===== config.mk =====
export PLATFORM = sky130hd
export DESIGN_NAME = rtea_stage
export DESIGN_NICKNAME = d
export VERILOG_FILES = /design/src/design/rtea_pkg.sv /design/src/design/rtea_stage.sv
export SDC_FILE = /design/constraint.sdc
export NUM_CORES = 1
export LEC_CHECK = 0
export BUFFER_PORTS_ARGS = -buffer_cell sky130_fd_sc_hd__clkbuf_2
export CORE_UTILIZATION = 45
export CTS_CLUSTER_SIZE = 30
export DETAILED_ROUTE_END_ITERATION = 7
export PLACE_DENSITY = 0.83
export SYNTH_ARGS = -nofsm -noshare
export SYNTH_HDL_FRONTEND = slang
export SYNTH_SLANG_ARGS = --single-unit

===== constraint.sdc =====
create_clock -name i_clk -period 22.3 [get_ports i_clk]
set_input_delay 5.575 -clock i_clk [delete_from_list [all_inputs] [get_ports i_clk]]
set_output_delay 5.575 -clock i_clk [all_outputs]
set_load 0.02 [all_outputs]

===== src/design/rtea_pkg.sv =====
// Shared types, constants and the round mixing function of the RTEA-style block cipher.
// No dependencies; used by rtea_stage and rtea_block_cipher_64_top.
package rtea_pkg;

    localparam int HALF_W     = 32;
    localparam int BLOCK_W    = 64;
    localparam int NUM_STAGES = 64;           // one pipeline stage per round, long-key count
    localparam int RND_W      = 6;            // round number width
    localparam int CFG_IDX_W  = 3;

    // Last round number of each key mode and the short-mode round count
    localparam logic [RND_W-1:0] LAST_RND_LONG  = 6'd63;
    localparam logic [RND_W-1:0] LAST_RND_SHORT = 6'd47;
    localparam logic [RND_W-1:0] ROUNDS_SHORT   = 6'd48;

    // Configuration register indexes
    localparam logic [CFG_IDX_W-1:0] CFG_KEY_01 = 3'd0;
    localparam logic [CFG_IDX_W-1:0] CFG_KEY_23 = 3'd1;
    localparam logic [CFG_IDX_W-1:0] CFG_KEY_45 = 3'd2;
    localparam logic [CFG_IDX_W-1:0] CFG_KEY_67 = 3'd3;
    localparam logic [CFG_IDX_W-1:0] CFG_MODE   = 3'd4;

    // Opcodes
    localparam logic OP_ENC = 1'b0;
    localparam logic OP_DEC = 1'b1;

    // Item carried down the pipeline
    typedef struct packed {
        logic              op;
        logic [HALF_W-1:0] a;
        logic [HALF_W-1:0] b;
    } t_item;

    // Four 64-bit key registers, each holding two key words (even word high)
    typedef logic [3:0][BLOCK_W-1:0] t_key_regs;

    // f(h) = h + ((h << 6) ^ (h >> 8))
    function automatic logic [HALF_W-1:0] mix(input logic [HALF_W-1:0] h);
        logic [HALF_W-1:0] m;
        begin
            m   = (h << 6) ^ (h >> 8);
            mix = h + m;
        end
    endfunction

endpackage


===== src/design/rtea_stage.sv =====
// One round stage of the cipher pipeline: round logic followed by the item register.
// Depends on rtea_pkg.
module rtea_stage
    import rtea_pkg::*;
(
    input  logic             i_clk,
    input  logic             i_rst_n,
    input  logic             i_en,        // stage register may load
    input  logic [RND_W-1:0] i_stage,     // fixed position of this stage
    input  logic             i_long_mode,
    input  t_key_regs        i_keys,
    input  logic             i_vld,
    input  t_item            i_item,
    output logic             o_vld,
    output t_item            o_item
);

    logic             r_vld;
    t_item            r_item;
    t_item            n_item;
    logic [RND_W-1:0] last_rnd;
    logic [RND_W-1:0] rnd;
    logic             active;
    logic [2:0]       key_idx;
    logic [HALF_W-1:0] key_word;
    logic [HALF_W-1:0] src;
    logic [HALF_W-1:0] dst;
    logic [HALF_W-1:0] delta;
    logic [HALF_W-1:0] upd;

    // Round number handled here: forward for encrypt, reversed for decrypt
    assign last_rnd = i_long_mode ? LAST_RND_LONG : LAST_RND_SHORT;
    assign rnd      = (i_item.op == OP_DEC) ? (last_rnd - i_stage) : i_stage;
    // Short-key mode passes the item through the trailing stages
    assign active   = i_long_mode || (i_stage < ROUNDS_SHORT);

    // Key word select: round mod 8 or mod 4
    assign key_idx  = rnd[2:0] & {i_long_mode, 2'b11};
    assign key_word = key_idx[0] ? i_keys[key_idx[2:1]][HALF_W-1:0]
                                 : i_keys[key_idx[2:1]][BLOCK_W-1:HALF_W];

    // Even rounds update b from a, odd rounds update a from b
    assign src   = rnd[0] ? i_item.b : i_item.a;
    assign dst   = rnd[0] ? i_item.a : i_item.b;
    assign delta = mix(src) + key_word + {{(HALF_W-RND_W){1'b0}}, rnd};
    assign upd   = (i_item.op == OP_DEC) ? (dst - delta) : (dst + delta);

    always_comb begin
        n_item = i_item;
        if (active) begin
            if (rnd[0]) begin
                n_item.a = upd;
            end else begin
                n_item.b = upd;
            end
        end
    end

    // Valid bit
    always_ff @(posedge i_clk) begin
        if (!i_rst_n) begin
            r_vld <= 1'b0;
        end else if (i_en) begin
            r_vld <= i_vld;
        end
    end

    // Payload
    always_ff @(posedge i_clk) begin
        if (i_en) begin
            r_item <= n_item;
        end
    end

    assign o_vld  = r_vld;
    assign o_item = r_item;

endmodule


Word level (Yosys, flattened, before mapping) --
Index checks and enable logic that the tools add are counted. Widths: inputs -> output; s select.
Cells by class: add/sub/neg operators 6, $lt $le $gt $ge 2, muxes and demuxes 11, bitwise gates (word level) 2, reductions and logical operators 1
Operators with widths (number):
- $mux 32 | 6
- $bmux 64 s2 | 1
- $mux 64 | 2
- $add 32x32->32 | 3
- $add 32x6->32 | 1
- $sub 32x32->32 | 1
- $xor 32x24->32 | 1
- $lt 6x6->1 const B | 1
- $mux 6 | 1
- $sub 6x6->6 | 1
- $mux 5 | 1
- $and 3x3->3 | 1
- $lt 2x3->1 const B | 1
- $logic_or 1x1->1 | 1
Word-level totals: register bits after elaboration 66, input port bits 332, output and inout port bits 66, word-level logic and storage cells 26

Logic depth before layout (Yosys ltp) --
word-level depth 13, gate-level depth with buffers 31, mapped depth without buffers 28

Worst setup path after synthesis --
Ideal clock, no wire load.
kind input port to flip-flop, start point input port i_item[64] (netlist bit), end point register r_item, in the netlist o_item[29], data pin, setup time 260 ps, arrival time 12720 ps, required time 22040 ps, path slack 9320 ps, cell stages on the path 31, path buffers 5, cells stage by stage buf_2 > xor2_1 > buf_2 > clkbuf_1 > buf_2 > mux4_2 > mux2i_1 > fa_1 > inv_1 > ha_1 > ha_1 > buf_2 > o21ai_0 > a21oi_1 > a21oi_1 > xor2_1 > nand3_2 > nor4_4 > a21oi_1 > xor2_1 > ha_1 > and4_1 > o21a_1 > nand2_1 > nand2_1 > a311o_1 > a221oi_2 > o21ai_0 > a21oi_1 > xnor2_1 > mux2_2
RTL lines:
- from (decl) | line rtea_stage.sv:13 | input t_item i_item,
- to (signal assigned) | line rtea_stage.sv:71 | r_item <= n_item;
- to (decl) | line rtea_stage.sv:19 | t_item r_item;

==> impl_metrics.json <==
{
  "status": "complete, no violations",
  "grt_pass1_vias": 11308,
  "clockBufferDepth": 2,
  "fin_skew_ns": 0,
  "ctsHoldBuffers": 0,
  "vias_per_cell": 5.84,
  "gp_congestion": 0.997,
  "initial_core_util_pct": 46.5,
  "cpMaxStageDelayCell": "mux2i_1",
  "vdd_ir_drop_max_uv": 96.5,
  "die_w_um": 161,
  "p_per_area_mw_per_mm2": 209,
  "power.total_uw": 2910,
  "rrSetupSlack_ns": 21.71,
  "tns_ns": 0,
  "utilization_pct": 56.7,
  "timing.rr.start": "o_vld",
  "std_cell_rows": 57,
  "worstPathRequired_ns": 22.49,
  "crit_family": "compound AO/OA/AOI/OAI gates",
  "critPathBufInv": 6,
  "die_height_um": 161,
  "min_from": "o_vld",
  "hold_path_class": "flop to flop",
  "avgSynthCellArea_um2": 8.89,
  "synthFlopType": "edfxtp_1",
  "wl_per_cell_um": 21.3,
  "ys.warnings.count": 0,
  "syn_nets": 1749,
  "netlist-cell-type-count": 81,
  "cts_made_buffers": 9,
  "setup_viol": 0,
  "wl_mm": 42.0,
  "final_net_count": 2106,
  "min_to": "o_vld",
  "r2r_end": "o_vld",
  "drv_cap": 0,
  "ctsResizeCount": 0,
  "slew_headroom_pct": 31.8,
  "final_max_slew_viol_count": 0,
  "path_class": "primary input to flop",
  "synthTopCellsByArea": "edfxtp_1 17%, mux4_2 13%, ha_1 11%",
  "whs_ns": 0.522,
  "clk_pin_slew_ns": 0.06,
  "reg2reg_depth": 2,
  "end_kind": "flop",
  "cpMostUsedCell": "a21oi_1",
  "startpoint_type": "primary input",
  "area_delta_synth_final_pct": 21.9,
  "grt_usage_pct": 31.7,
  "fin_crit_ns": 14.35,
  "cp_max_fo": 62,
  "cts-htree-levels": 3,
  "post-route-drc-count": 0,
  "clk_latency_ns": 0.33,
  "grt.overflow.total": 0,
  "ys_seq_area_share_pct": 17.2,
  "clock_sinks": 66,
  "synth.top_cell.area_share_pct": 17.1,
  "hpwl_mm": 35.7,
  "grt_first_pass_wirelength_mm": 62.8,
  "ant_nets": 0,
  "drtPass1Iterations": 5,
  "arrival_ns": 14.55,
  "hold_viol_final": 0,
  "holdPathStages": 2,
  "nFillCells": 2238,
  "layout-drive-gt1-share_pct": 33.4,
  "worstMarginPinSlew_ns": 0.995,
  "fin_crit_sh_pct": 64.4,
  "cts_root_buf": "clkbuf_16",
  "layout_commonest_cell": "clkbuf_2",
  "io_buffer_count": 397,
  "fmax_mhz": 69.7,
  "rsz0062_at_grt": "no",
  "syn-cell-area_mm2": 0.0114,
  "p_leak_uw": 0.00680,
  "synth_edf_count": 65,
  "synth_seq_cells": 66,
  "drtIter0Drc": 1026,
  "grt_max_degree": 67,
  "cts_setup_buffers": 0,
  "dr_total_vias": 11542,
  "most-common-layout-cells": "397 x clkbuf_2, 277 x nand2_1, 103 x ha_1",
  "coreArea_mm2": 0.0246,
  "antenna_found_initial": 3,
  "async_flop_share_pct": 0,
  "die_area_mm2": 0.0261,
  "syn-instance-count": 1286,
  "pin_count": 398,
  "slowest_delay_ns": 0.85,
  "cts_tree": "yes",
  "yosysTopAreaCell": "edfxtp_1"
}
[synthesized netlist by cell type, drive strengths merged, types with 12 or more instances]
cell type / n
a211oi: 12
a21o: 28
a21oi: 74
a31oi: 15
and3: 17
buf: 31
clkbuf: 30
edfxtp: 65
fa: 28
ha: 103
inv: 55
mux2: 33
mux2i: 46
mux4: 64
nand2: 278
nand3: 26
nor2: 48
nor3: 14
o21ai: 56
xnor2: 68
xor2: 49
[registers in the layout (all words and copies together) (netlist names)]
name and count:
o_item 65, o_vld 1
[metrics by stage]
| step | setup WS (ns) | cells | instance area [um2] |
|---|---|---|---|
| 2_1_floorplan | 9.32 | 1286 | 11400 |
| 3_3_place_gp | 7.88 | 1956 | 13700 |
| 3_5_place_dp | 7.75 | 1956 | 13700 |
| 4_1_cts | 8.09 | 1972 | 13900 |
| 5_1_grt | 7.30 | 1975 | 13900 |
| 6_report | 7.95 | 1975 | 13900 |
[cell type report]
cell class | count | area (um2) | share of cell area (%)
diodes | 3 | 7.51 | 0.0538
clock buffers | 10 | 229 | 1.64
clock inverters | 6 | 35.0 | 0.251
inverters | 56 | 213 | 1.53
multi-input cells | 1103 | 9020 | 64.7
flip-flops and latches | 66 | 1970 | 14.1
well taps | 324 | 405 | 2.91
repair buffers | 407 | 2060 | 14.8
[how the worst max path moves through the flow]
stage | to | cells past startpoint | from | slack, ns
after floorplan | o_item[29] | 31 | i_item[64] | 9.32
after detailed placement | o_item[31] | 30 | i_item[64] | 7.75
after CTS | o_item[31] | 30 | i_item[64] | 8.09
after global placement | o_item[31] | 30 | i_item[64] | 7.88
after global routing | o_item[31] | 30 | i_item[64] | 7.30
final | o_item[31] | 30 | i_item[64] | 7.95
[kinds of logic (layout without fill, tap and decap cells)]
group / after synthesis / in the layout / synth area share [%]
flops: 66 / 66 / 17.2
buf+inv: 117 / 479 / 4.16
simple gates: 450 / 450 / 18.1
compound gates: 261 / 261 / 15.3
xor+xnor: 118 / 118 / 9.16
other cells: 0 / 3 / 0
mux: 143 / 143 / 19.9
fa+ha+maj: 131 / 131 / 16.2
[power by group]
part / switching [uW] / internal, uW / total, uW
Sequential: 17.3 / 259 / 276
Clock: 55.4 / 74.4 / 130
Combinational: 1500 / 1010 / 2500
[tightest hold or removal path: cells and delay by family, from the launching register on]
| family | cells | cell delay [ns] |
|---|---|---|
| flops | 1 | 0.33 |
| simple gates | 1 | 0.09 |
| mux | 1 | 0.07 |
[metal layers]
layer  track usage, %  wire length (um)
met3             5.88              3860
met5                0                 0
met2             54.4             20200
met1             40.2             16800
met4             10.1              1170
(Power assumes the default switching activity.)
